File: config.mk
export PLATFORM = sky130hd
export DESIGN_NAME = proximity_lap_timer
export DESIGN_NICKNAME = d
export VERILOG_FILES = /design/src/sv/plt_pkg.sv /design/src/sv/proximity_lap_timer.sv
export SDC_FILE = /design/constraint.sdc
export NUM_CORES = 1
export LEC_CHECK = 0
export BUFFER_PORTS_ARGS = -buffer_cell sky130_fd_sc_hd__buf_2
export CAP_MARGIN = 20
export CORE_ASPECT_RATIO = 1.1
export CORE_MARGIN = 8
export CORE_UTILIZATION = 55
export DETAILED_ROUTE_END_ITERATION = 8
export GPL_TIMING_DRIVEN = 1
export HOLD_SLACK_MARGIN = 0.08
export PLACE_DENSITY = 0.75
export REMOVE_ABC_BUFFERS = 1
export SLEW_MARGIN = 20
export SYNTH_ARGS = -nofsm -noshare
export SYNTH_HDL_FRONTEND = slang
export SYNTH_SLANG_ARGS = --single-unit
File: constraint.sdc
create_clock -name clk -period 3.8 [get_ports clk]
set_input_delay 0.76 -clock clk [delete_from_list [all_inputs] [get_ports clk]]
set_output_delay 0.76 -clock clk [all_outputs]
set_load 0.02 [all_outputs]
File: src/sv/plt_pkg.sv
// Types and constants shared by the proximity lap timer.
package plt_pkg;

    // Lap table depth.
    localparam int LAPS = 4;

    localparam int DIST_W   = 17;
    localparam int TIME_W   = 32;
    localparam int TIDX_W   = (LAPS > 1) ? $clog2(LAPS) : 1;
    localparam int CNT_W    = $clog2(LAPS + 1);
    localparam int APB_AW   = 3;
    localparam int APB_DW   = 32;

    localparam logic [DIST_W-1:0] ENTER_RESET = DIST_W'(1000);
    localparam logic [DIST_W-1:0] EXIT_RESET  = DIST_W'(1200);

    typedef enum logic [2:0] {
        ACT_SAMPLE   = 3'd0,
        ACT_ARM_NORM = 3'd1,
        ACT_ARM_TEST = 3'd2,
        ACT_STOP     = 3'd3,
        ACT_PING     = 3'd4,
        ACT_READ_LAP = 3'd5
    } action_t;

    typedef enum logic [2:0] {
        EV_STATUS  = 3'd0,
        EV_STARTED = 3'd1,
        EV_LAP     = 3'd2,
        EV_END     = 3'd3,
        EV_PONG    = 3'd4,
        EV_READOUT = 3'd5
    } event_t;

    // Register indexes on the APB port (byte address bit 2).
    typedef enum logic {
        REG_ENTER = 1'b0,
        REG_EXIT  = 1'b1
    } reg_idx_t;

    typedef struct packed {
        logic [2:0]        action;
        logic [DIST_W-1:0] distance;
        logic [TIME_W-1:0] now_ms;
        logic [1:0]        lap_select;
    } lap_req_t;

    typedef struct packed {
        logic [2:0]        event_res;
        logic [1:0]        lap_index;
        logic [TIME_W-1:0] lap_time_ms;
        logic              is_armed;
        logic              is_inside;
        logic [2:0]        laps_done;
        logic              in_test;
        logic              last;
    } lap_rsp_t;

    // Results caused by one request: one or two.
    typedef struct packed {
        lap_rsp_t first;
        lap_rsp_t second;
        logic     two;
    } rsp_pair_t;

endpackage

File: src/sv/proximity_lap_timer.sv
// Proximity lap timer: gate detector, lap table and result queue.
//
// Usage:
//   Requests enter on req_valid/req_stall/req_data. Action sample feeds a
//   distance with its ms timestamp; other actions arm normal or test mode,
//   stop, ping, or read one lap table entry. Results leave on
//   rsp_valid/rsp_stall/rsp_data, one or two per request, the final one
//   flagged by last (a lap that completes a normal run is followed by end).
//   Thresholds are written over the APB port: 0x0 enter, 0x4 exit.
// Timing:
//   The whole state update is done in the cycle a request is accepted; its
//   results are registered into the result queue. One request per cycle is
//   taken while the queue is not full, so the rate is set by the output side,
//   which moves one result per cycle while rsp_stall is low; a request that
//   yields lap plus end keeps its queue entry until both results have left.
// Reset:
//   Disarmed, table cleared, thresholds 1000 and 1200, queue empty.
// Stall:
//   Results wait in a two-entry result queue. req_stall rises only when
//   both entries hold undelivered results.
module proximity_lap_timer (
    input  logic                     clk,
    input  logic                     rst_n,
    // APB configuration
    input  logic                     psel,
    input  logic                     penable,
    input  logic                     pwrite,
    input  logic [plt_pkg::APB_AW-1:0] paddr,
    input  logic [plt_pkg::APB_DW-1:0] pwdata,
    output logic [plt_pkg::APB_DW-1:0] prdata,
    output logic                     pready,
    // request channel
    input  logic                     req_valid,
    output logic                     req_stall,
    input  plt_pkg::lap_req_t        req_data,
    // result channel
    output logic                     rsp_valid,
    input  logic                     rsp_stall,
    output plt_pkg::lap_rsp_t        rsp_data
);

    localparam int DW = plt_pkg::DIST_W;
    localparam int TW = plt_pkg::TIME_W;
    localparam int IW = plt_pkg::TIDX_W;
    localparam int CW = plt_pkg::CNT_W;

    // ---------------- configuration ----------------
    logic [DW-1:0] enter_thr_reg;
    logic [DW-1:0] exit_thr_reg;
    logic          cfg_wr;
    logic          cfg_sel;

    function automatic logic [plt_pkg::APB_DW-1:0] APB_PAD(input logic [DW-1:0] v);
        return plt_pkg::APB_DW'(v);
    endfunction

    assign pready  = 1'b1;
    assign cfg_wr  = psel && penable && pwrite;
    assign cfg_sel = paddr[2];

    always_ff @(posedge clk or negedge rst_n)
    begin
        if (!rst_n)
        begin
            enter_thr_reg <= plt_pkg::ENTER_RESET;
            exit_thr_reg  <= plt_pkg::EXIT_RESET;
        end
        else if (cfg_wr)
        begin
            unique case (cfg_sel)
                plt_pkg::REG_ENTER: enter_thr_reg <= pwdata[DW-1:0];
                plt_pkg::REG_EXIT:  exit_thr_reg  <= pwdata[DW-1:0];
                default: ;
            endcase
        end
    end

    always_comb
    begin
        unique case (cfg_sel)
            plt_pkg::REG_ENTER: prdata = APB_PAD(enter_thr_reg);
            plt_pkg::REG_EXIT:  prdata = APB_PAD(exit_thr_reg);
            default:            prdata = '0;
        endcase
    end

    // ---------------- timer state ----------------
    logic          armed_reg,   armed_next;
    logic          inside_reg,  inside_next;
    logic          test_reg,    test_next;
    logic          started_reg, started_next;
    logic [TW-1:0] start_reg,   start_next;
    logic [CW-1:0] count_reg,   count_next;
    logic [TW-1:0] table_reg  [plt_pkg::LAPS];
    logic [TW-1:0] table_next [plt_pkg::LAPS];

    logic              req_fire;
    plt_pkg::rsp_pair_t pair;

    // event of the gate crossing and its fields
    logic          ev_hit;
    logic [2:0]    ev_code;
    logic [1:0]    ev_idx;
    logic [TW-1:0] ev_time;
    logic          end_hit;
    logic [TW-1:0] lap_ms;
    logic [IW-1:0] sel_idx;
    logic          sel_ok;
    logic [2:0]    misc_code;
    logic [1:0]    misc_idx;
    logic [TW-1:0] misc_time;

    assign lap_ms  = req_data.now_ms - start_reg;
    assign sel_idx = IW'(req_data.lap_select);
    assign sel_ok  = 32'(req_data.lap_select) < 32'(plt_pkg::LAPS);

    always_comb
    begin
        armed_next   = armed_reg;
        inside_next  = inside_reg;
        test_next    = test_reg;
        started_next = started_reg;
        start_next   = start_reg;
        count_next   = count_reg;
        table_next   = table_reg;
        ev_hit       = 1'b0;
        ev_code      = plt_pkg::EV_STATUS;
        ev_idx       = '0;
        ev_time      = '0;
        end_hit      = 1'b0;
        misc_code    = plt_pkg::EV_STATUS;
        misc_idx     = '0;
        misc_time    = '0;

        unique case (req_data.action) inside
            plt_pkg::ACT_SAMPLE:
            begin
                if (armed_reg)
                begin
                    if (!inside_reg && (req_data.distance < enter_thr_reg))
                    begin
                        inside_next = 1'b1;
                        if (!started_reg)
                        begin
                            started_next = 1'b1;
                            start_next   = req_data.now_ms;
                            ev_hit       = 1'b1;
                            ev_code      = plt_pkg::EV_STARTED;
                        end
                        else if (count_reg < CW'(plt_pkg::LAPS))
                        begin
                            table_next[count_reg[IW-1:0]] = lap_ms;
                            count_next = count_reg + CW'(1);
                            start_next = req_data.now_ms;
                            ev_hit     = 1'b1;
                            ev_code    = plt_pkg::EV_LAP;
                            ev_idx     = 2'(count_reg);
                            ev_time    = lap_ms;
                        end
                        else if (test_reg)
                        begin
                            // full table in test mode: drop oldest
                            for (int i = 0; i < plt_pkg::LAPS - 1; i++)
                            begin
                                table_next[i] = table_reg[i+1];
                            end
                            table_next[plt_pkg::LAPS-1] = lap_ms;
                            start_next = req_data.now_ms;
                            ev_hit     = 1'b1;
                            ev_code    = plt_pkg::EV_LAP;
                            ev_idx     = 2'(plt_pkg::LAPS - 1);
                            ev_time    = lap_ms;
                        end
                    end
                    else if (inside_reg && (req_data.distance > exit_thr_reg))
                    begin
                        inside_next = 1'b0;
                    end
                    if (!test_reg && (count_next >= CW'(plt_pkg::LAPS)))
                    begin
                        armed_next = 1'b0;
                        end_hit    = 1'b1;
                    end
                end
            end
            plt_pkg::ACT_ARM_NORM, plt_pkg::ACT_ARM_TEST:
            begin
                for (int i = 0; i < plt_pkg::LAPS; i++)
                begin
                    table_next[i] = '0;
                end
                count_next   = '0;
                started_next = 1'b0;
                start_next   = '0;
                inside_next  = 1'b0;
                armed_next   = 1'b1;
                test_next    = (req_data.action == plt_pkg::ACT_ARM_TEST);
            end
            plt_pkg::ACT_STOP:
            begin
                armed_next  = 1'b0;
                inside_next = 1'b0;
            end
            plt_pkg::ACT_PING:
            begin
                misc_code = plt_pkg::EV_PONG;
            end
            plt_pkg::ACT_READ_LAP:
            begin
                misc_code = plt_pkg::EV_READOUT;
                misc_idx  = req_data.lap_select;
                misc_time = sel_ok ? table_reg[sel_idx] : '0;
            end
            default: ;
        endcase
    end

    // Build the one or two results of this request.
    always_comb
    begin
        pair.first.is_inside    = inside_next;
        pair.first.laps_done    = 3'(count_next);
        pair.first.in_test      = test_next;
        pair.second.event_res   = plt_pkg::EV_END;
        pair.second.lap_index   = '0;
        pair.second.lap_time_ms = '0;
        pair.second.is_armed    = armed_next;
        pair.second.is_inside   = inside_next;
        pair.second.laps_done   = 3'(count_next);
        pair.second.in_test     = test_next;
        pair.second.last        = 1'b1;
        pair.two                = ev_hit && end_hit;

        if (ev_hit)
        begin
            // gate event is reported before any disarm
            pair.first.event_res   = ev_code;
            pair.first.lap_index   = ev_idx;
            pair.first.lap_time_ms = ev_time;
            pair.first.is_armed    = armed_reg;
            pair.first.last        = !end_hit;
        end
        else if (end_hit)
        begin
            pair.first.event_res   = plt_pkg::EV_END;
            pair.first.lap_index   = '0;
            pair.first.lap_time_ms = '0;
            pair.first.is_armed    = armed_next;
            pair.first.last        = 1'b1;
        end
        else
        begin
            pair.first.event_res   = misc_code;
            pair.first.lap_index   = misc_idx;
            pair.first.lap_time_ms = misc_time;
            pair.first.is_armed    = armed_next;
            pair.first.last        = 1'b1;
        end
    end

    always_ff @(posedge clk or negedge rst_n)
    begin
        if (!rst_n)
        begin
            armed_reg   <= 1'b0;
            inside_reg  <= 1'b0;
            test_reg    <= 1'b0;
            started_reg <= 1'b0;
            start_reg   <= '0;
            count_reg   <= '0;
            for (int i = 0; i < plt_pkg::LAPS; i++)
            begin
                table_reg[i] <= '0;
            end
        end
        else if (req_fire)
        begin
            armed_reg   <= armed_next;
            inside_reg  <= inside_next;
            test_reg    <= test_next;
            started_reg <= started_next;
            start_reg   <= start_next;
            count_reg   <= count_next;
            table_reg   <= table_next;
        end
    end

    // ---------------- result queue ----------------
    // Two entries, each holding all results of one request.
    plt_pkg::rsp_pair_t q_reg [2];
    logic [1:0] q_cnt_reg,  q_cnt_next;
    logic       head_reg,   head_next;
    logic       tail_reg,   tail_next;
    logic       sub_reg,    sub_next;
    logic       rsp_fire;
    logic       pop;

    assign req_stall = (q_cnt_reg == 2'd2);
    assign req_fire  = req_valid && !req_stall;
    assign rsp_valid = (q_cnt_reg != 2'd0);
    assign rsp_data  = sub_reg ? q_reg[head_reg].second : q_reg[head_reg].first;
    assign rsp_fire  = rsp_valid && !rsp_stall;
    assign pop       = rsp_fire && (sub_reg || !q_reg[head_reg].two);

    always_comb
    begin
        head_next  = pop ? !head_reg : head_reg;
        tail_next  = req_fire ? !tail_reg : tail_reg;
        sub_next   = pop ? 1'b0 : (rsp_fire ? 1'b1 : sub_reg);
        q_cnt_next = q_cnt_reg + 2'(req_fire) - 2'(pop);
    end

    always_ff @(posedge clk or negedge rst_n)
    begin
        if (!rst_n)
        begin
            q_cnt_reg <= '0;
            head_reg  <= 1'b0;
            tail_reg  <= 1'b0;
            sub_reg   <= 1'b0;
        end
        else
        begin
            q_cnt_reg <= q_cnt_next;
            head_reg  <= head_next;
            tail_reg  <= tail_next;
            sub_reg   <= sub_next;
        end
    end

    always_ff @(posedge clk)
    begin
        if (req_fire)
        begin
            q_reg[tail_reg] <= pair;
        end
    end

    // ---------------- checks ----------------
    a_end_disarmed: assert property (@(posedge clk) disable iff (!rst_n)
        rsp_valid && (rsp_data.event_res == plt_pkg::EV_END) |-> !rsp_data.is_armed)
        else $error("end result shows block still armed");

    a_normal_not_full: assert property (@(posedge clk) disable iff (!rst_n)
        armed_reg && !test_reg |-> (count_reg < CW'(plt_pkg::LAPS)))
        else $error("armed in normal mode with a full lap table");

    a_count_range: assert property (@(posedge clk) disable iff (!rst_n)
        count_reg <= CW'(plt_pkg::LAPS))
        else $error("lap count beyond table depth");

    a_second_follows: assert property (@(posedge clk) disable iff (!rst_n)
        rsp_fire && !rsp_data.last |=> rsp_valid && sub_reg)
        else $error("second result of a request not offered");

endmodule
Word-level counts from Yosys, hierarchy flattened
Memory sizes are Yosys's and may differ from the RTL's.
Index checks and enable logic that the tools add are counted.
Widths: inputs -> output; s select.
- add/subtract/negate cells: 4
- $lt $le $gt $ge: 7
- equality and inequality tests: 11
- muxes and demuxes: 75
- bitwise logic cells: 3
- reductions and logical operators: 30
- operator list (operator ; number):
    $mux 128 ; 5
    $mux 32 ; 15
    $pmux 128 s2 ; 1
    $bwmux 128 ; 1
    $pmux 32 s2 ; 2
    $mux 38 ; 2
    $bmux 32 s2 ; 1
    $demux 32 s2 ; 1
    $mux 44 ; 1
    $sub 32x32->32 ; 1
    $mux 2 ; 12
    $mux 1 ; 22
    $mux 3 ; 7
    $gt 17x17->1 ; 1
    $lt 17x17->1 ; 1
    $pmux 3 s2 ; 2
    $logic_and 1x1->1 ; 10
    $ge 3x3->1 const B ; 3
    $logic_not 1->1 ; 8
    $eq 3x2->1 const B ; 2
    $eq 3x3->1 const B ; 2
    $not 2->3 ; 2
    $reduce_and 6->1 ; 1
    $reduce_bool 2->1 ; 3
    other kinds (21) ; 24
- bits in registers: 206
- bits in writable memories: 102
- word-level logic and storage cells: 147
- memories: 1
- memory list (memory ; depth ; width ; read ports ; clocked after Yosys merged registers in ; wr ports ; RTL line ; source):
    q_reg ; 2 ; 51 ; 1 ; 0 ; 1 ; proximity_lap_timer.sv:290 ; plt_pkg::rsp_pair_t q_reg [2];

Depth between registers and ports, before layout
Gate-level depths: netlist (run 1).
- depth in word-level cells: 13
- depth in mapped cells: 12

Least setup slack after synthesis (run 1)
Ideal clock, no wire load.
- kind: input port to flip-flop
- start point: input port req_valid
- end point: memory q_reg[0][0] in the netlist's numbering, enable pin
- library setup time: 450 ps
- data arrival time: 3079 ps
- required time: 3350 ps
- path slack: 271 ps
- stages on the path: 3
- path through: nand2_1 -> clkbuf_1 -> nor2_1
- cells in the longest elaborated chain, start to end: 3
- ends and longest elaborated chain (item ; RTL line ; source):
    start, declared ; proximity_lap_timer.sv:33 ; input logic req_valid,
    $logic_and 1x1->1 ; proximity_lap_timer.sv:299 ; assign req_fire = req_valid && !req_stall;
    $mux 1 ; proximity_lap_timer.sv:333 ; if (req_fire)
    $mux 1 (implied by the code) ; proximity_lap_timer.sv:335 ; q_reg[tail_reg] <= pair;
    end, declared ; proximity_lap_timer.sv:290 ;
No other way between the ends.

Worst setup path in the final report (run 1)
- start point: register enter_thr_reg[7]
- end point: register table_reg[44] in the netlist's numbering
- cells in the longest elaborated chain, start to end: 4
- ends and longest elaborated chain (item ; RTL line ; source):
    start, declared ; proximity_lap_timer.sv:48 ; logic [DW-1:0] enter_thr_reg;
    start signal, assigned ; proximity_lap_timer.sv:65 ; enter_thr_reg <= plt_pkg::ENTER_RESET;
    start signal, assigned ; proximity_lap_timer.sv:71 ; plt_pkg::REG_ENTER: enter_thr_reg <= pwdata[DW-1:0];
    $lt 17x17->1 ; proximity_lap_timer.sv:140 ; if (!inside_reg && (req_data.distance < enter_thr_reg))
    $logic_and 1x1->1 ; proximity_lap_timer.sv:140 ;
    $ne 2x1->1 (no line) ; n/a ;
    $reduce_and 6->1 (no line) ; n/a ;
    end signal, assigned ; proximity_lap_timer.sv:284 ; table_reg <= table_next;
    end, declared ; proximity_lap_timer.sv:94 ; logic [TW-1:0] table_reg [plt_pkg::LAPS];
No other way between the ends.
A chain may end at the register's enable or synchronous reset.

==> results_dict.tcl, run 1 <==
set metrics [dict create \
    cts_buffers 31 \
    die_y_um 197 \
    largest_register_ffs 128 \
    core_region_area_um2 29500 \
    ctsRootBufferMaster "clkbuf_16" \
    fin_crit_sh_pct 84.5 \
    ant_nets 0 \
    rsz0062_at_grt "false" \
    clkLatencyLatePin_ps 560 \
    syn2layout_area_growth_pct 12.8 \
    slowest_stage "dfstp_2" \
    worstRegToRegCells 12 \
    die_w_um 181 \
    end_kind "register" \
    grt_pass1_wl_um 64800 \
    critPathMaxFanout 21 \
    num_rows 66 \
    fin_ws_ps 587 \
    drv_cap 0 \
    post-dp-hpwl_um 27300 \
    async_flop_share_pct 69.1 \
    worstMarginPinSlew_ps 1080 \
    layout-drive-gt1-share_pct 22.6 \
    drtPass1Iterations 5 \
    initial_utilization_pct 55.7 \
    drc 0 \
    grt_max_degree 105 \
    synth-seq-area-share_pct 48.3 \
    critical_path_arrival_ps 3630 \
    worstSetupStartpointType "register" \
    grt_overflow_total 0 \
    finClkSkew_ps 19.8 \
    post_cts_resized 0 \
    cts_tree "done" \
    max_freq_mhz 311 \
    synth_edf_count 92 \
    total_leakage_power_uw 0.00813 \
    synthesis.area_um2 16400 \
    die-area_um2 35700 \
    holdWs_ps 293 \
    wirelength_um 39800 \
    yosysUniqueCellTypes 87 \
    cts_setup_buffers 0 \
    critPathMaxStageDelay_ps 520 \
    diodes 0 \
    r2r_start "enter_thr_reg[7]" \
    nNetsFinal 1770 \
    syn-instance-count 1474 \
    worstPathCellList "inv_1, ha_1, a21o_1, a21oi_1, o21ai_0, a211oi_2, and3_4, buf_4, o21ai_2, buf_4, a22oi_1, o21ai_0" \
    drv_slew 0 \
    h-tree-depth 1 \
    layout_commonest_cell "dfrtp_1" \
    slew-limit-headroom_pct 28.0 \
    critPathKind "register to register" \
    ctsHoldBuffers 0 \
    io_buffers 141 \
    vdd_drop_max_uv 280 \
    status "completed" \
    place_ws_ps 125 \
    synth_seq_cells 298 \
    regToRegSetupSlack_ps 590 \
    worstPathRequired_ps 4220 \
    syn-mean-instance-area_um2 11.1 \
    vias_per_cell 6.10 \
    place.gp.congestion 0.916 \
    setup_tns_ps 0 \
    yosys_warnings 0 \
    path_clk_slew_ps 60 \
    setup_viol 0 \
    boundaryPins 175 \
    wl_per_cell_um 19.9 \
    drt_iter0_markers 1085 \
    final_cell_mix "dfrtp_1, buf_2, nand2_1, edfxtp_1, nor2_1" \
    crit_path_start "enter_thr_reg[7]" \
    grt_antenna_before_repair 0 \
    vias 12200 \
    fin_crit_ps 3210 \
    grt_pass1_vias 12600 \
    fin_util_pct 62.9 \
    synth_flop_cell "dfrtp_1" \
    grt_usage_pct 22.0 \
    reg2reg_to "table_reg[44]" \
    hold_viol 0 \
    powerDensity_nw_per_um2 566 \
    clk_path_buf_depth 3 \
    cts_sinks 298 \
    hold_path.class "input port to async pin" \
]
==> synth_stat cells (4+ instances only) <==
cell type / n / area (um^2)
a211o_1: 8 / 70.1
a211oi_1: 5 / 37.5
a21o_1: 32 / 240
a21oi_1: 45 / 225
a22o_1: 67 / 587
a22oi_1: 84 / 631
a31oi_1: 4 / 25.0
and2_1: 5 / 31.3
and3_1: 9 / 56.3
buf_1: 5 / 18.8
buf_2: 19 / 95.1
buf_4: 17 / 128
buf_6: 11 / 124
clkbuf_1: 56 / 210
dfrtp_1: 196 / 4900
dfstp_2: 10 / 263
edfxtp_1: 92 / 2760
ha_1: 71 / 888
inv_1: 82 / 308
mux2_2: 40 / 450
mux2i_1: 40 / 400
mux4_2: 33 / 743
nand2_1: 119 / 447
nand2b_1: 12 / 75.1
nand3_1: 10 / 50.1
nand4_1: 9 / 56.3
nor2_1: 90 / 338
nor2b_1: 13 / 81.3
nor3_1: 11 / 55.1
o211ai_1: 8 / 60.1
o21a_1: 4 / 30.0
o21ai_0: 75 / 375
o21ai_1: 40 / 200
o2bb2ai_1: 8 / 70.1
o2bb2ai_2: 10 / 150
o31ai_1: 39 / 293
xnor2_1: 16 / 140
xor2_1: 12 / 105
==> cells by family after synthesis <==
logic type	after synthesis	synth area share (%)
other cells	2	0.0457
xor+xnor	31	1.79
simple gates	300	8.51
compound gates	467	20.8
mux	113	9.70
buf+inv	191	5.40
flops	298	48.3
fa+ha+maj	72	5.53
==> per-layer routing <==
metal / track usage [%] / vias to the layer above / wire length [um]
met4: 6.04 / 0 / 837
li1: - / 5694 / -
met1: 27.6 / 5983 / 16200
met5: 0 / - / 0
met3: 4.38 / 63 / 3080
met2: 38.3 / 469 / 19700
==> stage by stage <==
step	instances	power (uW)	cell area [um^2]
2_1_floorplan	1380	6370	15900
3_3_place_gp	1943	7390	17500
3_5_place_dp	1943	7490	17500
4_1_cts	2000	10600	18500
5_1_grt	2000	11000	18500
6_report	2000	10500	18500
==> critical path, delay by kind of cell, from the launching register on <==
kind            cells  cell delay [ps]
simple gates        1              280
compound gates      7             1340
fa+ha+maj           1              280
buf+inv             3              650
flops               1              520
==> layout make-up <==
type	instances	area, um^2
Clock buffer	48	922
Fill cell	2337	10900
Inverter	83	312
Timing Repair Buffer	189	1110
Multi-Input combinational cell	999	7680
Clock inverter	9	109
Sequential cell	298	7930
Tap cell	374	468
==> worst max path at each step <==
stage	slack [ps]	depth (start not counted)	end
finish	590	12	table_reg[44]
global route	380	12	table_reg[122]
detailed placement	120	13	q_reg[1][38]
floorplan	-30	9	table_reg[123]
CTS	580	12	table_reg[44]
global placement	160	13	q_reg[1][38]
==> power breakdown <==
part | total [uW] | internal [uW] | switching, uW
clock | 3040 | 1810 | 1240
sequential | 4120 | 3860 | 267
combinational | 3320 | 1240 | 2080
total | 10500 | 6900 | 3580
(Power assumes the default switching activity.)
==> run 2: changes to the inputs <==
==> constraint.sdc (replaced) <==
create_clock -name clk -period 3.1 [get_ports clk]
set_input_delay 0.62 -clock clk [delete_from_list [all_inputs] [get_ports clk]]
set_output_delay 0.62 -clock clk [all_outputs]
set_load 0.02 [all_outputs]
==> run 2 against run 1 <==
Effect of this change:
- sequential share of layout area down 1.7 points
- wire length up 2.7%
- hold slack worse by 200 ps
- fmax up 6.9%
- critical path depth up 1
- critical endpoint is now start_reg[16]
- largest cell class unchanged
==> results_dict.tcl, run 2 (synthesis gave the netlist of run 1 again) <==
set metrics [dict create \
    status "completed" \
    grt_use_met2_pct 38.6 \
    path_clk_slew_ps 60 \
    gr-usage-met3_pct 3.88 \
    fin_crit_sh_pct 97.0 \
    h-tree-depth 1 \
    regToRegSetupSlack_ps 90 \
    wirelength_um 40900 \
    postPlaceCellArea_um2 18200 \
    worst-path-buf-inv 4 \
    vdd_drop_max_uv 409 \
    critPathMaxFanout 32 \
    crit_family "compound AO/OA/AOI/OAI gates" \
    n_fill_cell 2176 \
    final_cell_mix "dfrtp_1, buf_2, nand2_1, buf_4, edfxtp_1" \
    drt_iter0_markers 954 \
    worstRegToRegCells 13 \
    r2r_start "enter_thr_reg[7]" \
    cts_tree "done" \
    reg2reg_to "start_reg[16]" \
    num_rows 66 \
    layout_commonest_cell "dfrtp_1" \
    worstSetupStartpointType "register" \
    cts_buffers 31 \
    place_ws_ps -214 \
    nNetsFinal 1840 \
    cp_common_cell "buf_4" \
    slew-limit-headroom_pct 50.9 \
    critPathMaxStageDelay_ps 520 \
    vias_per_cell 6.11 \
    io_buffers 141 \
    worstMarginPinSlew_ps 736 \
    powerDensity_nw_per_um2 680 \
    slowest_stage "dfstp_2" \
    intPower_uw 8670 \
    grt_pass1_vias 12800 \
    wl_per_cell_um 19.8 \
    max_freq_mhz 333 \
    post-dp-hpwl_um 27700 \
    clk_path_buf_depth 3 \
    total_leakage_power_uw 0.00856 \
    setup_viol 0 \
    boundaryPins 175 \
    end_kind "register" \
    fin_crit_ps 3010 \
    worstPathRequired_ps 3570 \
    ant_nets 0 \
    diodes 0 \
    finClkSkew_ps 22.6 \
    drv_cap 0 \
    cts_setup_buffers 0 \
    grt_antenna_before_repair 0 \
    grt_pass1_wl_um 65900 \
    syn2layout_area_growth_pct 17.4 \
    drc 0 \
    p_clk_share_pct 28.4 \
    grt_max_degree 81 \
    fin_ws_ps 93.8 \
    die-area_um2 35700 \
    core_region_area_um2 29500 \
    top_usage_layer "met2" \
    cts_sinks 298 \
    p_sw_uw 4450 \
    switching_share_pct 33.9 \
    initial_utilization_pct 55.7 \
    pwr-share-seq_pct 38.3 \
    drtPass1Iterations 7 \
    largest_register_ffs 128 \
    regArea_um2 7930 \
    layout-drive-gt1-share_pct 26.2 \
    drv_slew 0 \
    grt_overflow_total 0 \
    holdWs_ps 97.1 \
    die_w_um 181 \
    hold_viol 0 \
    vias 12700 \
    hold_path.class "input port to async pin" \
    critical_path_arrival_ps 3480 \
    grt_util_met1_pct 28.7 \
    worstPathCellList "inv_1, ha_1, a21o_1, a21oi_1, o21ai_0, a211oi_2, buf_4, and2_1, buf_4, nand2_4, nor3_4, buf_12, a22o_1" \
    ctsRootBufferMaster "clkbuf_16" \
    die_y_um 197 \
    clkLatencyLatePin_ps 550 \
    finish.instance_area_um2 19300 \
    grt_usage_pct 22.3 \
    multiInputGateArea_um2 7690 \
    place.gp.congestion 0.908 \
    rsz0062_at_grt "false" \
    critPathKind "register to register" \
    pwr-share-comb_pct 33.3 \
]
## run 2: cell count changes in the layout (fill, tap and decap cells not counted), sizes merged
cell | previous run | this run
clkinv | 5 | 6
clkbuf | 49 | 44
clkinvlp | 0 | 4
buf | 188 | 258
## run 2: metal layers
layer / wire length (um) / vias up
li1: - / 5855
met2: 20200 / 462
met1: 17000 / 6260
met5: 0 / -
met3: 2820 / 76
met4: 928 / 0
## run 2: timing repair
item                                    4_1_cts  5_1_grt
gates resized for setup                       0        2
endpoints found under the setup margin        0        4
hold buffers                                  0        0
## run 2: layout make-up
cell class                      count  share of cell area, %
Multi-Input combinational cell    999                   39.9
Timing Repair Buffer              259                   9.59
Sequential cell                   298                   41.1
Clock inverter                     14                  0.713
Clock buffer                       43                   4.68
Tap cell                          374                   2.43
Inverter                           83                   1.61
## run 2: power by group through the flow
stage	combinational, uW	sequential (uW)	clock (uW)
finish	4360	5030	3730
global route	4770	5100	3930
CTS	4380	5040	3780
detailed placement	4350	5100	0
global placement	4250	5070	0
floorplan	2660	5150	0
## run 2: how the worst max path moves through the flow
stage | endpoint | start | depth (start not counted) | slack [ps]
5_1_grt | q_reg[1][34] | start_reg[0] | 11 | 5
3_5_place_dp | q_reg[1][36] | req_data[4] | 10 | -210
4_1_cts | start_reg[16] | enter_thr_reg[7] | 13 | 110
3_3_place_gp | q_reg[1][34] | req_data[2] | 13 | -190
6_report | start_reg[16] | enter_thr_reg[7] | 13 | 90
2_1_floorplan | table_reg[123] | count_reg[2] | 6 | -700
## run 2: metrics by stage
stage               setup TNS [ps]  utilization, %  instances  total power [uW]
finish                           0            65.4       2070             13100
global route                     0            65.4       2070             13800
CTS                              0            65.4       2070             13200
detailed placement           -6950            61.9       2013              9450
global placement             -3160            61.9       2013              9320
floorplan                   -49940               -       1380              7800
==> run 3: changes to the inputs <==
--- a/config.mk
+++ b/config.mk
@@ -9,11 +9,10 @@
 export CAP_MARGIN = 20
 export CORE_ASPECT_RATIO = 1.1
 export CORE_MARGIN = 8
-export CORE_UTILIZATION = 55
+export CORE_UTILIZATION = 35
 export DETAILED_ROUTE_END_ITERATION = 8
 export GPL_TIMING_DRIVEN = 1
 export HOLD_SLACK_MARGIN = 0.08
-export PLACE_DENSITY = 0.75
 export REMOVE_ABC_BUFFERS = 1
 export SLEW_MARGIN = 20
 export SYNTH_ARGS = -nofsm -noshare
==> run 3 against run 2 <==
Effect of this change:
- cell area is 1.8% higher
- global-route usage shrank 6.4 points
- fmax is 3.3% higher
- sequential power increased by 0.8%
- critical path depth fell by 3
- clock skew fell by 2.9 ps
- highest routed layer is now met5
- combinational power is 2% higher
- core utilization is 23 points lower
==> results_dict.tcl, run 3 (synthesis gave the netlist of run 1 again) <==
set metrics [dict create \
    slew-limit-headroom_pct 51.3 \
    setup_viol 0 \
    total_leakage_power_uw 0.00859 \
    fin_ws_ps 190 \
    worstRegToRegCells 10 \
    max_freq_mhz 344 \
    r2r_start "start_reg[0]" \
    grt_overflow_total 0 \
    num_rows 83 \
    place.gp.congestion 0.880 \
    drv_cap 0 \
    regToRegSetupSlack_ps 190 \
    ctsHoldBuffers 0 \
    vdd_drop_max_uv 317 \
    core_region_area_um2 46500 \
    final_cell_mix "dfrtp_1, buf_2, nand2_1, buf_4, edfxtp_1" \
    end_kind "register" \
    die-area_um2 54100 \
    vias 12400 \
    layout-drive-gt1-share_pct 26.3 \
    clkLatencyLatePin_ps 530 \
    wirelength_um 44400 \
    wl_per_cell_um 19.3 \
    grt_max_degree 64 \
    cts_sinks 298 \
    fin_crit_ps 2910 \
    rsz0062_at_grt "false" \
    grt_usage_pct 16.0 \
    finClkSkew_ps 19.7 \
    grt_pass1_vias 12700 \
    n_fill_cell 4444 \
    syn2layout_area_growth_pct 19.6 \
    drv_slew 0 \
    die_w_um 223 \
    vias_per_cell 5.39 \
    crit_path_start "start_reg[0]" \
    reg2reg_to "q_reg[1][26]" \
    cts_buffers 35 \
    die_y_um 243 \
    drtPass1Iterations 5 \
    io_buffers 141 \
    grt_use_met2_pct 27.8 \
    hold_path.class "input port to async pin" \
    largest_register_ffs 128 \
    grt_antenna_before_repair 8 \
    drt_iter0_markers 787 \
    ctsRootBufferMaster "clkbuf_16" \
    fin_crit_sh_pct 93.9 \
    path_clk_slew_ps 60 \
    critPathMaxFanout 5 \
    setup.worst_path.end "q_reg[1][26]" \
    initial_utilization_pct 35.3 \
    critPathKind "register to register" \
    worstPathRequired_ps 3330 \
    cts_tree "done" \
    top_usage_layer "met2" \
    powerDensity_nw_per_um2 695 \
    status "completed" \
    drc 0 \
    grt_util_met1_pct 19.8 \
    fin_util_pct 42.2 \
    critical_path_arrival_ps 3140 \
    layout_commonest_cell "dfrtp_1" \
    place_ws_ps -284 \
    post-dp-hpwl_um 31000 \
    worstMarginPinSlew_ps 731 \
    boundaryPins 175 \
    hold_viol 0 \
    clk_path_buf_depth 3 \
    worstSetupStartpointType "register" \
    grt_pass1_wl_um 70700 \
    gr-usage-met3_pct 3.30 \
    nNetsFinal 1846 \
    ant_nets 0 \
    h-tree-depth 2 \
]
[run 3: cell type report]
class / instances / area [um^2] / area share, %
clock buffers: 44 / 972 / 4.95
repair buffers: 261 / 1800 / 9.18
diodes: 4 / 10.0 / 0.0509
clock inverters: 19 / 184 / 0.936
flip-flops and latches: 298 / 7930 / 40.4
well taps: 595 / 744 / 3.79
inverters: 83 / 312 / 1.59
multi-input cells: 999 / 7690 / 39.2
[run 3: power breakdown]
group | leakage, uW | total, uW | switching (uW) | internal [uW]
Sequential | 0.00363 | 5070 | 340 | 4730
Clock | 0.000564 | 4140 | 1660 | 2490
Combinational | 0.00440 | 4440 | 2670 | 1770
[run 3: through the flow]
stage               instance area [um^2]  power (uW)  setup TNS, ps  hold WS [ps]  instances
detailed placement                 18500        9610          -6900           466       2235
global placement                   18500        9500          -5710           456       2235
floorplan                          15900        7800         -49940           324       1380
global route                       19600       14400              0           110       2301
CTS                                19600       13800              0          90.0       2298
finish                             19700       13600              0          84.9       2303
[run 3: repair_timing]
item | in CTS | in global routing
gates resized for setup | 0 | 4
setup buffers | 0 | 1
setup endpoints to repair | 0 | 20
[run 3: worst min-delay path by stage]
| stage | start | to | slack (ps) | cells past startpoint |
|---|---|---|---|---|
| final | rst_n | enter_thr_reg[12] | 80 | 1 |
| after floorplan | rst_n | armed_reg | 320 | 0 |
| after detailed placement | table_reg[104] | table_reg[104] | 470 | 2 |
| after global placement | table_reg[102] | table_reg[102] | 460 | 2 |
| after CTS | rst_n | enter_thr_reg[10] | 90 | 1 |
| after global routing | rst_n | exit_thr_reg[12] | 110 | 1 |
[run 3: critical path, stage by stage, from the launching register on]
cell and delay [ps]:
dfrtp_1 400, ha_1 200, fa_1 380, nor2b_1 210, o2111ai_2 210, nand3_1 200, a31o_2 180, a21oi_1 70
xor2_1 150, buf_4 160, o21ai_0 460
[run 3: metal layers]
layer / share of wire, % / vias up
met5: 0.11 / -
met1: 43 / 6094
met2: 49 / 378
met3: 5.9 / 69
li1: - / 5866
met4: 2.0 / 8
